===== config.mk =====
export PLATFORM = sky130hd
export DESIGN_NAME = bell_ring_rest_repeat_sequencer
export DESIGN_NICKNAME = d
export VERILOG_FILES = /design/src/rtl/brrs_pkg.sv /design/src/rtl/brrs_front.sv /design/src/rtl/brrs_back.sv /design/src/rtl/bell_ring_rest_repeat_sequencer.sv
export SDC_FILE = /design/constraint.sdc
export NUM_CORES = 1
export LEC_CHECK = 0
export BUFFER_PORTS_ARGS = -buffer_cell sky130_fd_sc_hd__buf_2
export CORE_MARGIN = 1.5
export CORE_UTILIZATION = 64
export DETAILED_ROUTE_END_ITERATION = 10
export GPL_TIMING_DRIVEN = 0
export HOLD_SLACK_MARGIN = 0.05
export PLACE_DENSITY_LB_ADDON = 0.12
export SLEW_MARGIN = 20
export SYNTH_ARGS = -nofsm -noshare
export SYNTH_HDL_FRONTEND = slang
export SYNTH_SLANG_ARGS = --single-unit

===== constraint.sdc =====
create_clock -name clk -period 7.03 [get_ports clk]
set_clock_uncertainty 0.2 [all_clocks]
set_input_delay 1.0545 -clock clk [delete_from_list [all_inputs] [get_ports clk]]
set_output_delay 1.0545 -clock clk [all_outputs]
set_load 0.005 [all_outputs]

===== src/rtl/brrs_pkg.sv =====
package brrs_pkg;

    localparam int unsigned TICKS_PER_SECOND = 1000;
    localparam int unsigned SECS_W           = 8;
    localparam int unsigned TIMER_W          = 18;
    localparam int unsigned CMD_DEPTH        = 2;
    localparam int unsigned CMD_PTR_W        = $clog2(CMD_DEPTH);
    localparam int unsigned CMD_CNT_W        = $clog2(CMD_DEPTH + 1);
    localparam int unsigned RES_DEPTH        = 2;
    localparam int unsigned RES_PTR_W        = $clog2(RES_DEPTH);
    localparam int unsigned RES_CNT_W        = $clog2(RES_DEPTH + 1);

    localparam logic [1:0] ACT_TICK  = 2'd0;
    localparam logic [1:0] ACT_START = 2'd1;
    localparam logic [1:0] ACT_STOP  = 2'd2;

    typedef enum logic [1:0] {
        PH_IDLE = 2'd0,
        PH_RING = 2'd1,
        PH_REST = 2'd2
    } phase_t;

    typedef enum logic [1:0] {
        CMD_TICK,
        CMD_START,
        CMD_STOP,
        CMD_NOP
    } cmd_kind_t;

    typedef struct packed {
        cmd_kind_t         kind;
        logic [SECS_W-1:0] ring;
        logic [SECS_W-1:0] rest;
        logic [7:0]        count;
    } cmd_t;

    typedef struct packed {
        logic       bell_on;
        phase_t     phase;
        logic [7:0] rings_left;
        logic       done;
    } res_t;

    function automatic logic [TIMER_W-1:0] secs_to_ticks(input logic [SECS_W-1:0] secs);
        logic [TIMER_W+SECS_W-1:0] prod;
        begin
            prod = (TIMER_W+SECS_W)'(secs) * (TIMER_W+SECS_W)'(TICKS_PER_SECOND);
            return prod[TIMER_W-1:0];
        end
    endfunction

endpackage


===== src/rtl/brrs_front.sv =====
module brrs_front (
    input  logic                clk,
    input  logic                rst_n,
    input  logic                push,
    output logic                full,
    input  logic [1:0]          action,
    input  logic [7:0]          ring_seconds,
    input  logic [7:0]          rest_seconds,
    input  logic [7:0]          ring_count,
    output logic                cmd_valid,
    output brrs_pkg::cmd_t      cmd,
    input  logic                cmd_pop
);
    import brrs_pkg::*;

    cmd_t                 store [CMD_DEPTH];
    logic [CMD_PTR_W-1:0] wr_ptr_reg, wr_ptr_next;
    logic [CMD_PTR_W-1:0] rd_ptr_reg, rd_ptr_next;
    logic [CMD_CNT_W-1:0] count_reg, count_next;
    cmd_t                 decoded;
    logic                 do_push;
    logic                 do_pop;

    // classify the request
    always_comb
    begin
        decoded.ring  = ring_seconds;
        decoded.rest  = rest_seconds;
        decoded.count = ring_count;
        unique case (action)
            ACT_TICK:  decoded.kind = CMD_TICK;
            ACT_START: decoded.kind = CMD_START;
            ACT_STOP:  decoded.kind = CMD_STOP;
            default:   decoded.kind = CMD_NOP;
        endcase
    end

    assign full      = (count_reg == CMD_CNT_W'(CMD_DEPTH));
    assign cmd_valid = (count_reg != '0);
    assign cmd       = store[rd_ptr_reg];
    assign do_push   = push && !full;
    assign do_pop    = cmd_pop && cmd_valid;

    always_comb
    begin
        wr_ptr_next = wr_ptr_reg;
        rd_ptr_next = rd_ptr_reg;
        if (do_push)
        begin
            wr_ptr_next = (wr_ptr_reg == CMD_PTR_W'(CMD_DEPTH - 1)) ? '0 : wr_ptr_reg + 1'b1;
        end
        if (do_pop)
        begin
            rd_ptr_next = (rd_ptr_reg == CMD_PTR_W'(CMD_DEPTH - 1)) ? '0 : rd_ptr_reg + 1'b1;
        end
        count_next = count_reg + CMD_CNT_W'(do_push) - CMD_CNT_W'(do_pop);
    end

    always_ff @(posedge clk or negedge rst_n)
    begin
        if (!rst_n)
        begin
            wr_ptr_reg <= '0;
            rd_ptr_reg <= '0;
            count_reg  <= '0;
        end
        else
        begin
            wr_ptr_reg <= wr_ptr_next;
            rd_ptr_reg <= rd_ptr_next;
            count_reg  <= count_next;
        end
    end

    always_ff @(posedge clk)
    begin
        if (do_push)
        begin
            store[wr_ptr_reg] <= decoded;
        end
    end

endmodule


===== src/rtl/brrs_back.sv =====
module brrs_back (
    input  logic                clk,
    input  logic                rst_n,
    input  logic                cmd_valid,
    input  brrs_pkg::cmd_t      cmd,
    output logic                cmd_pop,
    output logic                empty,
    input  logic                pop,
    output logic                bell_on,
    output logic [1:0]          phase,
    output logic [7:0]          rings_left,
    output logic                sequence_done
);
    import brrs_pkg::*;

    phase_t              phase_reg, phase_next;
    logic [TIMER_W-1:0]  timer_reg, timer_next;
    logic [7:0]          rings_reg, rings_next;
    logic                cont_reg, cont_next;
    logic [SECS_W-1:0]   ring_len_reg, ring_len_next;
    logic [SECS_W-1:0]   rest_len_reg, rest_len_next;
    logic                pend_valid_reg, pend_valid_next;
    logic [SECS_W-1:0]   pend_ring_reg, pend_ring_next;
    logic [SECS_W-1:0]   pend_rest_reg, pend_rest_next;
    logic [7:0]          pend_count_reg, pend_count_next;
    logic                done;
    res_t                result;

    res_t                 res_store [RES_DEPTH];
    logic [RES_PTR_W-1:0] wr_ptr_reg, wr_ptr_next;
    logic [RES_PTR_W-1:0] rd_ptr_reg, rd_ptr_next;
    logic [RES_CNT_W-1:0] count_reg, count_next;
    logic                 do_pop;
    res_t                 head;

    assign cmd_pop = cmd_valid && (count_reg != RES_CNT_W'(RES_DEPTH));

    always_comb
    begin
        phase_next      = phase_reg;
        timer_next      = timer_reg;
        rings_next      = rings_reg;
        cont_next       = cont_reg;
        ring_len_next   = ring_len_reg;
        rest_len_next   = rest_len_reg;
        pend_valid_next = pend_valid_reg;
        pend_ring_next  = pend_ring_reg;
        pend_rest_next  = pend_rest_reg;
        pend_count_next = pend_count_reg;
        done            = 1'b0;

        unique case (cmd.kind)
            CMD_START:
            begin
                if (phase_reg != PH_IDLE)
                begin
                    pend_valid_next = 1'b1;
                    pend_ring_next  = cmd.ring;
                    pend_rest_next  = cmd.rest;
                    pend_count_next = cmd.count;
                end
                else
                begin
                    ring_len_next = cmd.ring;
                    rest_len_next = cmd.rest;
                    cont_next     = (cmd.count == '0);
                    rings_next    = cmd.count;
                    phase_next    = PH_RING;
                    timer_next    = secs_to_ticks(cmd.ring);
                end
            end
            CMD_STOP:
            begin
                phase_next      = PH_IDLE;
                timer_next      = '0;
                rings_next      = '0;
                cont_next       = 1'b0;
                pend_valid_next = 1'b0;
            end
            CMD_TICK:
            begin
                if (phase_reg != PH_IDLE && timer_reg > TIMER_W'(1))
                begin
                    timer_next = timer_reg - 1'b1;
                end
                else if (phase_reg == PH_RING)
                begin
                    if (!cont_reg && rings_reg != '0)
                    begin
                        rings_next = rings_reg - 1'b1;
                    end
                    if (cont_reg || rings_next != '0)
                    begin
                        phase_next = PH_REST;
                        timer_next = secs_to_ticks(rest_len_reg);
                    end
                    else
                    begin
                        done       = 1'b1;
                        phase_next = PH_IDLE;
                        timer_next = '0;
                        if (pend_valid_reg)
                        begin
                            pend_valid_next = 1'b0;
                            ring_len_next   = pend_ring_reg;
                            rest_len_next   = pend_rest_reg;
                            cont_next       = (pend_count_reg == '0);
                            rings_next      = pend_count_reg;
                            phase_next      = PH_RING;
                            timer_next      = secs_to_ticks(pend_ring_reg);
                        end
                    end
                end
                else if (phase_reg == PH_REST)
                begin
                    if (pend_valid_reg)
                    begin
                        pend_valid_next = 1'b0;
                        ring_len_next   = pend_ring_reg;
                        rest_len_next   = pend_rest_reg;
                        cont_next       = (pend_count_reg == '0);
                        rings_next      = pend_count_reg;
                        phase_next      = PH_RING;
                        timer_next      = secs_to_ticks(pend_ring_reg);
                    end
                    else
                    begin
                        phase_next = PH_RING;
                        timer_next = secs_to_ticks(ring_len_reg);
                    end
                end
            end
            default:
            begin
                done = 1'b0;
            end
        endcase

        result.bell_on    = (phase_next == PH_RING);
        result.phase      = phase_next;
        result.rings_left = (phase_next != PH_IDLE && !cont_next) ? rings_next : '0;
        result.done       = done;
    end

    always_ff @(posedge clk or negedge rst_n)
    begin
        if (!rst_n)
        begin
            phase_reg      <= PH_IDLE;
            timer_reg      <= '0;
            rings_reg      <= '0;
            cont_reg       <= 1'b0;
            ring_len_reg   <= '0;
            rest_len_reg   <= '0;
            pend_valid_reg <= 1'b0;
            pend_ring_reg  <= '0;
            pend_rest_reg  <= '0;
            pend_count_reg <= '0;
        end
        else if (cmd_pop)
        begin
            phase_reg      <= phase_next;
            timer_reg      <= timer_next;
            rings_reg      <= rings_next;
            cont_reg       <= cont_next;
            ring_len_reg   <= ring_len_next;
            rest_len_reg   <= rest_len_next;
            pend_valid_reg <= pend_valid_next;
            pend_ring_reg  <= pend_ring_next;
            pend_rest_reg  <= pend_rest_next;
            pend_count_reg <= pend_count_next;
        end
    end

    // result queue
    assign empty  = (count_reg == '0);
    assign do_pop = pop && !empty;
    assign head   = res_store[rd_ptr_reg];

    assign bell_on       = head.bell_on;
    assign phase         = head.phase;
    assign rings_left    = head.rings_left;
    assign sequence_done = head.done;

    always_comb
    begin
        wr_ptr_next = wr_ptr_reg;
        rd_ptr_next = rd_ptr_reg;
        if (cmd_pop)
        begin
            wr_ptr_next = (wr_ptr_reg == RES_PTR_W'(RES_DEPTH - 1)) ? '0 : wr_ptr_reg + 1'b1;
        end
        if (do_pop)
        begin
            rd_ptr_next = (rd_ptr_reg == RES_PTR_W'(RES_DEPTH - 1)) ? '0 : rd_ptr_reg + 1'b1;
        end
        count_next = count_reg + RES_CNT_W'(cmd_pop) - RES_CNT_W'(do_pop);
    end

    always_ff @(posedge clk or negedge rst_n)
    begin
        if (!rst_n)
        begin
            wr_ptr_reg <= '0;
            rd_ptr_reg <= '0;
            count_reg  <= '0;
        end
        else
        begin
            wr_ptr_reg <= wr_ptr_next;
            rd_ptr_reg <= rd_ptr_next;
            count_reg  <= count_next;
        end
    end

    always_ff @(posedge clk)
    begin
        if (cmd_pop)
        begin
            res_store[wr_ptr_reg] <= result;
        end
    end

endmodule


===== src/rtl/bell_ring_rest_repeat_sequencer.sv =====
// Bell ring/rest sequencer. Every request (tick, start, stop or unused action code)
// gives exactly one result. One request per clock cycle is taken and one result per
// cycle is delivered, unless full or a low pop holds them. A request is registered in the
// command queue, then its result in the result queue. A two-entry command queue sits
// between the decoder and the sequencer, and a two-entry result queue drives the
// outputs, so full rises only when both queues are backed up by pop.
module bell_ring_rest_repeat_sequencer (
    input  logic       clk,
    input  logic       rst_n,
    input  logic       push,
    output logic       full,
    input  logic [1:0] action,
    input  logic [7:0] ring_seconds,
    input  logic [7:0] rest_seconds,
    input  logic [7:0] ring_count,
    output logic       empty,
    input  logic       pop,
    output logic       bell_on,
    output logic [1:0] phase,
    output logic [7:0] rings_left,
    output logic       sequence_done
);
    import brrs_pkg::*;

    logic cmd_valid;
    logic cmd_pop;
    cmd_t cmd;

    brrs_front u_front (
        .clk          (clk),
        .rst_n        (rst_n),
        .push         (push),
        .full         (full),
        .action       (action),
        .ring_seconds (ring_seconds),
        .rest_seconds (rest_seconds),
        .ring_count   (ring_count),
        .cmd_valid    (cmd_valid),
        .cmd          (cmd),
        .cmd_pop      (cmd_pop)
    );

    brrs_back u_back (
        .clk           (clk),
        .rst_n         (rst_n),
        .cmd_valid     (cmd_valid),
        .cmd           (cmd),
        .cmd_pop       (cmd_pop),
        .empty         (empty),
        .pop           (pop),
        .bell_on       (bell_on),
        .phase         (phase),
        .rings_left    (rings_left),
        .sequence_done (sequence_done)
    );

endmodule


# Word level (Yosys, flattened, before mapping)
# Memory sizes are Yosys's and may differ from the RTL's.
# Cells that the tools add are included.
dict set report word_totals {
  romBits 0
  output_inout_bits 14
  memories 2
  ff_bits 78
  ramBits 76
  elab_cells 144
  latchBits 0
  input_bits 30
}
# memory words width rd rd_ports_with_merged_regs write_ports line
set memory_table {}
lappend memory_table {u_front.store 2 26 1 0 1 brrs_front.sv:16} ;# cmd_t store [CMD_DEPTH];
lappend memory_table {u_back.res_store 2 12 1 0 1 brrs_back.sv:29} ;# res_t res_store [RES_DEPTH];
dict set report classes {
  mul 4
  eq_ne 15
  n_bitwise 0
  shifts 0
  reduce_logical 28
  addsub 10
  muxes 68
  magnitude_cmp 1
  div 0
}
# op n
set ops {}
lappend ops {{2-to-1 mux 8 bit} 24}
lappend ops {{2-to-1 mux 18 bit} 7}
lappend ops {{multiplier 8 x 7 -> 15 bit (second input constant)} 4}
lappend ops {{case mux 18 bit (3 select lines)} 1}
lappend ops {{case mux 8 bit (2 select lines)} 2}
lappend ops {{2-to-1 mux 1 bit} 24}
lappend ops {{case mux 8 bit (3 select lines)} 1}
lappend ops {{greater-than comparator 18 x 1 -> 1 bit (second input constant)} 1}
lappend ops {{subtractor 18 x 1 -> 18 bit (second input constant)} 1}
lappend ops {{zero test 8 bit} 2}
lappend ops {{nonzero test 8 bit} 2}
lappend ops {{case mux 2 bit (3 select lines)} 2}
lappend ops {{AND reduction 6 bit} 2}
lappend ops {{2-to-1 mux 2 bit} 5}
lappend ops {{equality test 2 x 1 -> 1 bit (second input constant)} 4}
lappend ops {{equality test 2 bit (second input constant)} 4}
lappend ops {{nonzero test 2 bit} 4}
lappend ops {{subtractor 8 x 1 -> 8 bit (second input constant)} 1}
lappend ops {{logical AND 1 bit} 7}
lappend ops {{zero test 2 bit} 3}
lappend ops {{!= test 2 bit (second input constant)} 3}
lappend ops {{case mux 1 bit (3 select lines)} 2}
lappend ops {{adder 1 bit (second input constant)} 4}
lappend ops {{adder 2 x 1 -> 2 bit} 2}
lappend ops {{other kinds (10)} 14}

# Depth between registers and ports, before layout
# Gate-level depths: netlist (run 1).
dict set report logic_depth {
  ltp_word 15
  ltp_mapped 22
  depth_no_buf 19
}

# By module
# A second synthesis (run 1) with hierarchy kept.
dict set report unflattened {
  cells_unflattened 1258
  hier_area_um2 13126.3
}
# module seq_area_each_um2 cells_each area_per_inst_um2 instances
set by_module_without_submodules {}
lappend by_module_without_submodules {brrs_back 2572.5 1157 10956.8 1}
lappend by_module_without_submodules {brrs_front 1661.6 101 2169.6 1}

# Worst setup path before layout (run 1)
# OpenSTA, ideal clock, no wires.
dict set report synth_timing {
  path_type {register to register}
  start {reg u_front.rd_ptr_reg}
  end {reg u_back.timer_reg[17]}
  path_slack_ns 0.806
  path_stages_with_launch 22
  setup_time_ns 0.138
  arrival_time_ns 5.886
  path_buffers 2
  period_less_slack_ns 6.224
  required_time_ns 6.692
  path_cell_list {dfrtp_1 buf_1 clkbuf_1 mux2i_1 inv_1 fa_1 inv_1 fa_1 inv_1 fa_1 inv_1 fa_1 inv_1 ha_1 o21a_1 a2111oi_0 nor3_1 a2111oi_1 a21oi_1 xnor2_1 a21oi_1 o211ai_1}
}
# element line
set synth_rtl {}
lappend synth_rtl {{from (decl)} brrs_front.sv:18} ;# logic [CMD_PTR_W-1:0] rd_ptr_reg, rd_ptr_next;
lappend synth_rtl {{from (signal assigned)} brrs_front.sv:70} ;# rd_ptr_reg <= rd_ptr_next;
lappend synth_rtl {{to (signal assigned)} brrs_back.sv:163} ;# timer_reg <= timer_next;
lappend synth_rtl {{to (decl)} brrs_back.sv:17} ;# logic [TIMER_W-1:0] timer_reg, timer_next;

==> run metrics, run 1 <==
total of max-cap violations=0; most frequent cells in the layout=inv_1, ha_1, fa_1, dfrtp_1, edfxtp_1; Sequential Area=4240 um^2; Die Y=around 150 um; Worst Max-Slew Pin Slew=~1.2 ns; Worst Path Arrival=6.67 ns; Primary FF master, synth=dfrtp_1; PortBufs=41; fmax=153 MHz; Overall Global Routing Usage=0.322; Vias=10100; CTS tree=built; DP HPWL=25500 um; fin crit period=6.52 ns; post-DR wirelength/cell=roughly 20 um; Post-synth EDFFs=between 70 and 80; Mean Syn Cell Area=10.3 um^2; top cell type by total area after synthesis=edfxtp_1; Worst Setup Path Type=flip-flop to flip-flop; hold_sp=u_back.pend_rest_reg[2]; ranking of synthesized cells by area=edfxtp_1, dfrtp_1, ha_1, fa_1, inv_1; fill count=between 1500 and 2000; diode count=0; clk buf depth=2; unrepaired setup endpoints after global routing=no; WHS=0.291 ns; Area Overhead vs Synth=9.22%; Via density=6.21; commonest non-fill, non-tap cell in the layout=inv_1; H-tree level count=4; sequential area share after synthesis=0.322; asr flop ratio synth=0.506; mapped cell area=13200 um^2; fin nets=1616; Critical Path RT=7.18 ns; Worst setup SP type=flip-flop; Placement Setup Slack=-0.367 ns; met3 WL=between 2000 and 2500 um; final hold violation count=0; reg2reg start=u_front.rd_ptr_reg; first-pass GRT wire length=53700 um; Worst Setup SP=u_front.rd_ptr_reg; initial antenna violation count=0; cell count after synthesis=1283; wire length on met1=about 14000 um; num rows=52; status=complete, no violations; ANT nets after route=0; DR iter-0 viols=854; Crit Path Max Fanout=13; Yosys reg bits=154; CTS Buf Count=17; x dimension of the die=146 um; Synth top area share=0.173; final worst path period share=0.927; hold buffers post-CTS=0; Detailed Route WL=32900 um; GPL Wtd Cong=0.971; Initial Utilization=0.651; Worst setup EP type=flip-flop; die area=21400 um^2; clk_lat worst skew=~0.44 ns; Final Slew Violations=0; Top Layer Used=met4; Worst-path clk slew=approximately 0.08 ns; max reg flops=between 50 and 60; synth warn=0; worst setup margin=0.512 ns; vias in the first global route=between 10000 and 15000; root buffer cell=clkbuf_16; pin count of the biggest net entering global routing=56; Core ar.=20200 um^2; Synth Net Count=1555; Synth cell types=93; min-delay worst type=flip-flop to flip-flop; share of cells above drive strength 1=0.108; met2 routed WL=16100 um; final setup violation count=0; DR pass1 iterations=6; Slew HR=0.228; total congestion overflow=0; # clock sinks=154; io pins=44; footprint of the multi-input gates=8140 um^2; post-route DRC violation count=0
[per-stage QoR]
step | utilization | instance area (um^2) | TNS [ns] | instances
floorplan | - | 13200 | 0 | 1283
global placement | 0.678 | 13700 | -0.382 | 1594
detailed placement | 0.681 | 13800 | -0.627 | 1596
CTS | 0.711 | 14400 | 0 | 1628
global route | 0.711 | 14400 | 0 | 1627
finish | 0.711 | 14400 | 0 | 1627
[Yosys cell counts, types with 27 or more instances]
library cell,instances
nor2_1,73
a21oi_1,75
dfrtp_1,78
fa_1,87
nor3_1,27
inv_1,164
o21ai_0,54
clkbuf_1,30
xnor2_1,29
edfxtp_1,76
ha_1,155
nand2_1,72
[repair_timing]
action,4_1_cts,5_1_grt
resized for setup,2,3
endpoints found under the setup margin,2,2
setup buffers,0,0
[layer usage]
metal | track usage | vias to the layer above
met2 | 0.550 | 395
met3 | 0.0516 | 79
met5 | 0 | -
met1 | 0.417 | 4939
li1 | - | 4685
met4 | 0.118 | 0
[area by class of cell]
type / instances / area share
Timing Repair Buffer: 43 / 0.0177
Buffer: 42 / 0.0131
Tap cell: 270 / 0.0235
Multi-Input combinational cell: 920 / 0.566
Clock buffer: 18 / 0.0298
Clock inverter: 14 / 0.0122
Sequential cell: 154 / 0.294
Inverter: 166 / 0.0433
[worst paths after layout]
kind	end	cells past startpoint	slack, ns
setup / recovery	u_back.timer_reg[17]	20	0.51
hold / removal	u_back.pend_rest_reg[2]	2	0.29
setup reg to reg	u_back.timer_reg[17]	20	0.51
hold reg to reg	u_back.pend_rest_reg[2]	2	0.29
max in group asynchronous	u_back.timer_reg[11]	2	5.68
min in group asynchronous	u_back.rings_reg[7]	1	0.31
[cells by family after synthesis]
kind of cell,Yosys count,share of synthesized area
compound gates,310,0.161
simple gates,265,0.101
fa+ha+maj,243,0.280
buf+inv,209,0.0617
flops,154,0.322
xor+xnor,54,0.0359
mux,48,0.0390
[critical path, stage by stage, from the launching register on]
cell and delay (ns):
dfrtp_2 0.54, clkbuf_4 0.34, mux2i_1 0.35, inv_1 0.21, fa_1 0.60, inv_1 0.06, fa_1 0.50, inv_1 0.05
fa_1 0.53, inv_1 0.06, fa_1 0.50, inv_1 0.04, ha_1 0.34, o21a_1 0.17, a2111oi_1 0.55, nor3_1 0.15
a2111oi_2 0.39, a21oi_1 0.14, xnor2_1 0.37, a21oi_1 0.12, o211ai_1 0.19
Power of run 1 is not shown: default switching activity piles up to over one toggle a cycle in this logic, so the estimate is an artifact.
==> run 2: changes to the inputs <==
--- a/config.mk
+++ b/config.mk
@@ -6,12 +6,13 @@
 export NUM_CORES = 1
 export LEC_CHECK = 0
 export BUFFER_PORTS_ARGS = -buffer_cell sky130_fd_sc_hd__buf_2
-export CORE_MARGIN = 1.5
+export CORE_MARGIN = 10
 export CORE_UTILIZATION = 64
 export DETAILED_ROUTE_END_ITERATION = 10
 export GPL_TIMING_DRIVEN = 0
 export HOLD_SLACK_MARGIN = 0.05
 export PLACE_DENSITY_LB_ADDON = 0.12
+export SKIP_LAST_GASP = 1
 export SLEW_MARGIN = 20
 export SYNTH_ARGS = -nofsm -noshare
 export SYNTH_HDL_FRONTEND = slang
==> constraint.sdc (replaced) <==
create_clock -name clk -period 7.2 [get_ports clk]
set_clock_uncertainty 0.2 [all_clocks]
set_input_delay 1.08 -clock clk [delete_from_list [all_inputs] [get_ports clk]]
set_output_delay 1.08 -clock clk [all_outputs]
set_load 0.005 [all_outputs]
==> run 2 against run 1 <==
Net effect: final cell count unchanged; register-to-register slack improved by 0.16 ns; via count decreased by 1.1%; maximum frequency decreased by 0.19%; critical path type unchanged.
==> run metrics, run 2 (synthesis results as in run 1) <==
total of max-cap violations=0 (unchanged); Via density=6.14 (was 6.21); x dimension of the die=163 um (was 146 um); diode count=0 (unchanged); Finished Core Util=0.711 (about the same); share of cells above drive strength 1=0.108 (unchanged); CTS tree=built (unchanged); post-route DRC violation count=0 (unchanged); fin nets=1616 (unchanged); post-DR wirelength/cell=20.2 um (about the same); most frequent cells in the layout=inv_1, ha_1, fa_1, dfrtp_1, edfxtp_1 (unchanged); met1 Use GR=0.330 (was 0.417); root buffer cell=clkbuf_16 (unchanged); initial antenna violation count=0 (unchanged); min-delay worst type=flip-flop to flip-flop (unchanged); Final Slew Violations=0 (unchanged); pin count of the biggest net entering global routing=47 (was 56); Slew HR=0.275 (was 0.228); Vias=9989 (was 10100); WHS=0.289 ns (was 0.291 ns); commonest non-fill, non-tap cell in the layout=inv_1 (unchanged); Worst Max-Slew Pin Slew=1.08 ns (was 1.15 ns); fin crit period=6.53 ns (was 6.52 ns); CTS Buf Count=17 (unchanged); Crit Path Max Fanout=13 (unchanged); Overall Global Routing Usage=0.257 (was 0.322); Worst Path Arrival=6.68 ns (was 6.67 ns); final hold violation count=0 (unchanged); num rows=52 (unchanged); DR pass1 iterations=6 (unchanged); Worst-path clk slew=0.07 ns (was 0.08 ns); first-pass GRT wire length=54500 um (was 53700 um); Worst Setup Path Type=flip-flop to flip-flop (unchanged); Core ar.=20200 um^2 (unchanged); PortBufs=41 (unchanged); H-tree level count=4 (unchanged); unrepaired setup endpoints after global routing=no (unchanged); Worst setup EP type=flip-flop (unchanged); Area Overhead vs Synth=9.20% (was 9.22%); final setup violation count=0 (unchanged); # clock sinks=154 (unchanged); final std cells w/o fill=1627 (unchanged); GPL Wtd Cong=1.01 (was 0.971); fmax=153 MHz (about the same); Detailed Route WL=32900 um (about the same); Die Y=163 um (was 146 um); ANT nets after route=0 (unchanged); status=complete, no violations (unchanged); die area=26700 um^2 (was 21400 um^2); Initial Utilization=0.651 (unchanged); clk buf depth=2 (unchanged); DR iter-0 viols=991 (was 854); hold buffers post-CTS=0 (unchanged); grt met2 use=0.429 (was 0.550); final worst path period share=0.907 (was 0.927); clk_lat worst skew=0.44 ns (about the same); Worst setup SP type=flip-flop (unchanged); post-CTS setup buffers=0 (unchanged); max reg flops=52 (unchanged); fill count=1555 (was 1559); vias in the first global route=10400 (was 10300); Critical Path RT=7.35 ns (was 7.18 ns); Placed Instances=1596 (unchanged); met3 Use GR=0.0380 (was 0.0516); io pins=44 (unchanged); gr busiest metal=met2 (unchanged); total congestion overflow=0 (unchanged); DP HPWL=25700 um (was 25500 um)
[run 2: cell count changes in the layout (fill, tap and decap cells not counted), moves of 2 or more]
cell / delta
clkinv_8: +3
inv_6: -3
inv_8: +3
bufinv_16: -2
[run 2: area by class of cell]
cell class                      count  area (um^2)  share of cell area
Inverter                          166          623              0.0433
Multi-Input combinational cell    920         8140               0.566
Sequential cell                   154         4240               0.295
Clock buffer                       17          425              0.0296
Clock inverter                     15          171              0.0119
Buffer                             42          186              0.0130
Timing Repair Buffer               43          263              0.0183
Tap cell                          270          338              0.0235
[run 2: path summary, 6_finish.rpt]
| path | startpoint | end | slack (ns) | cells past startpoint |
|---|---|---|---|---|
| max | u_front.rd_ptr_reg | u_back.timer_reg[17] | 0.67 | 20 |
| min | u_back.pend_rest_reg[2] | u_back.pend_rest_reg[2] | 0.29 | 2 |
| max reg2reg | u_front.rd_ptr_reg | u_back.timer_reg[17] | 0.67 | 20 |
| min reg2reg | u_back.pend_rest_reg[2] | u_back.pend_rest_reg[2] | 0.29 | 2 |
| max in group asynchronous | rst_n | u_back.ring_len_reg[0] | 5.77 | 2 |
| min in group asynchronous | rst_n | u_back.pend_count_reg[7] | 0.39 | 1 |
[run 2: per-stage QoR]
step                worst slack [ns]  TNS, ns  area, um^2
floorplan                      0.976        0       13200
global placement             -0.0698  -0.0698       13700
detailed placement            -0.145   -0.152       13800
CTS                            0.107        0       14400
global route                   0.140        0       14400
finish                         0.669        0       14400
[run 2: routing by layer]
layer	up-vias	share of wire	wire length, um
met1	4842	0.41	13500
met3	86	0.061	2010
met5	-	0	0
met2	361	0.49	16100
met4	0	0.040	1330
li1	4700	-	-
[run 2: what timing repair did]
item,in CTS,in global routing
endpoints found under the hold margin,0,0
resized for setup,1,3
setup endpoints to repair,2,2
[run 2: critical path, cell delays in order, from the launching register on]
cell	delay, ns
dfrtp_2	0.54
clkbuf_2	0.42
mux2i_1	0.37
inv_1	0.21
fa_1	0.61
inv_1	0.07
fa_1	0.50
inv_1	0.06
fa_1	0.52
inv_1	0.05
fa_1	0.49
inv_1	0.04
ha_1	0.33
o21a_1	0.16
a2111oi_1	0.49
nor3_1	0.14
a2111oi_2	0.39
a21oi_1	0.14
xnor2_1	0.37
a21oi_1	0.12
o211ai_1	0.20
Power of run 2 is left out for the same reason.
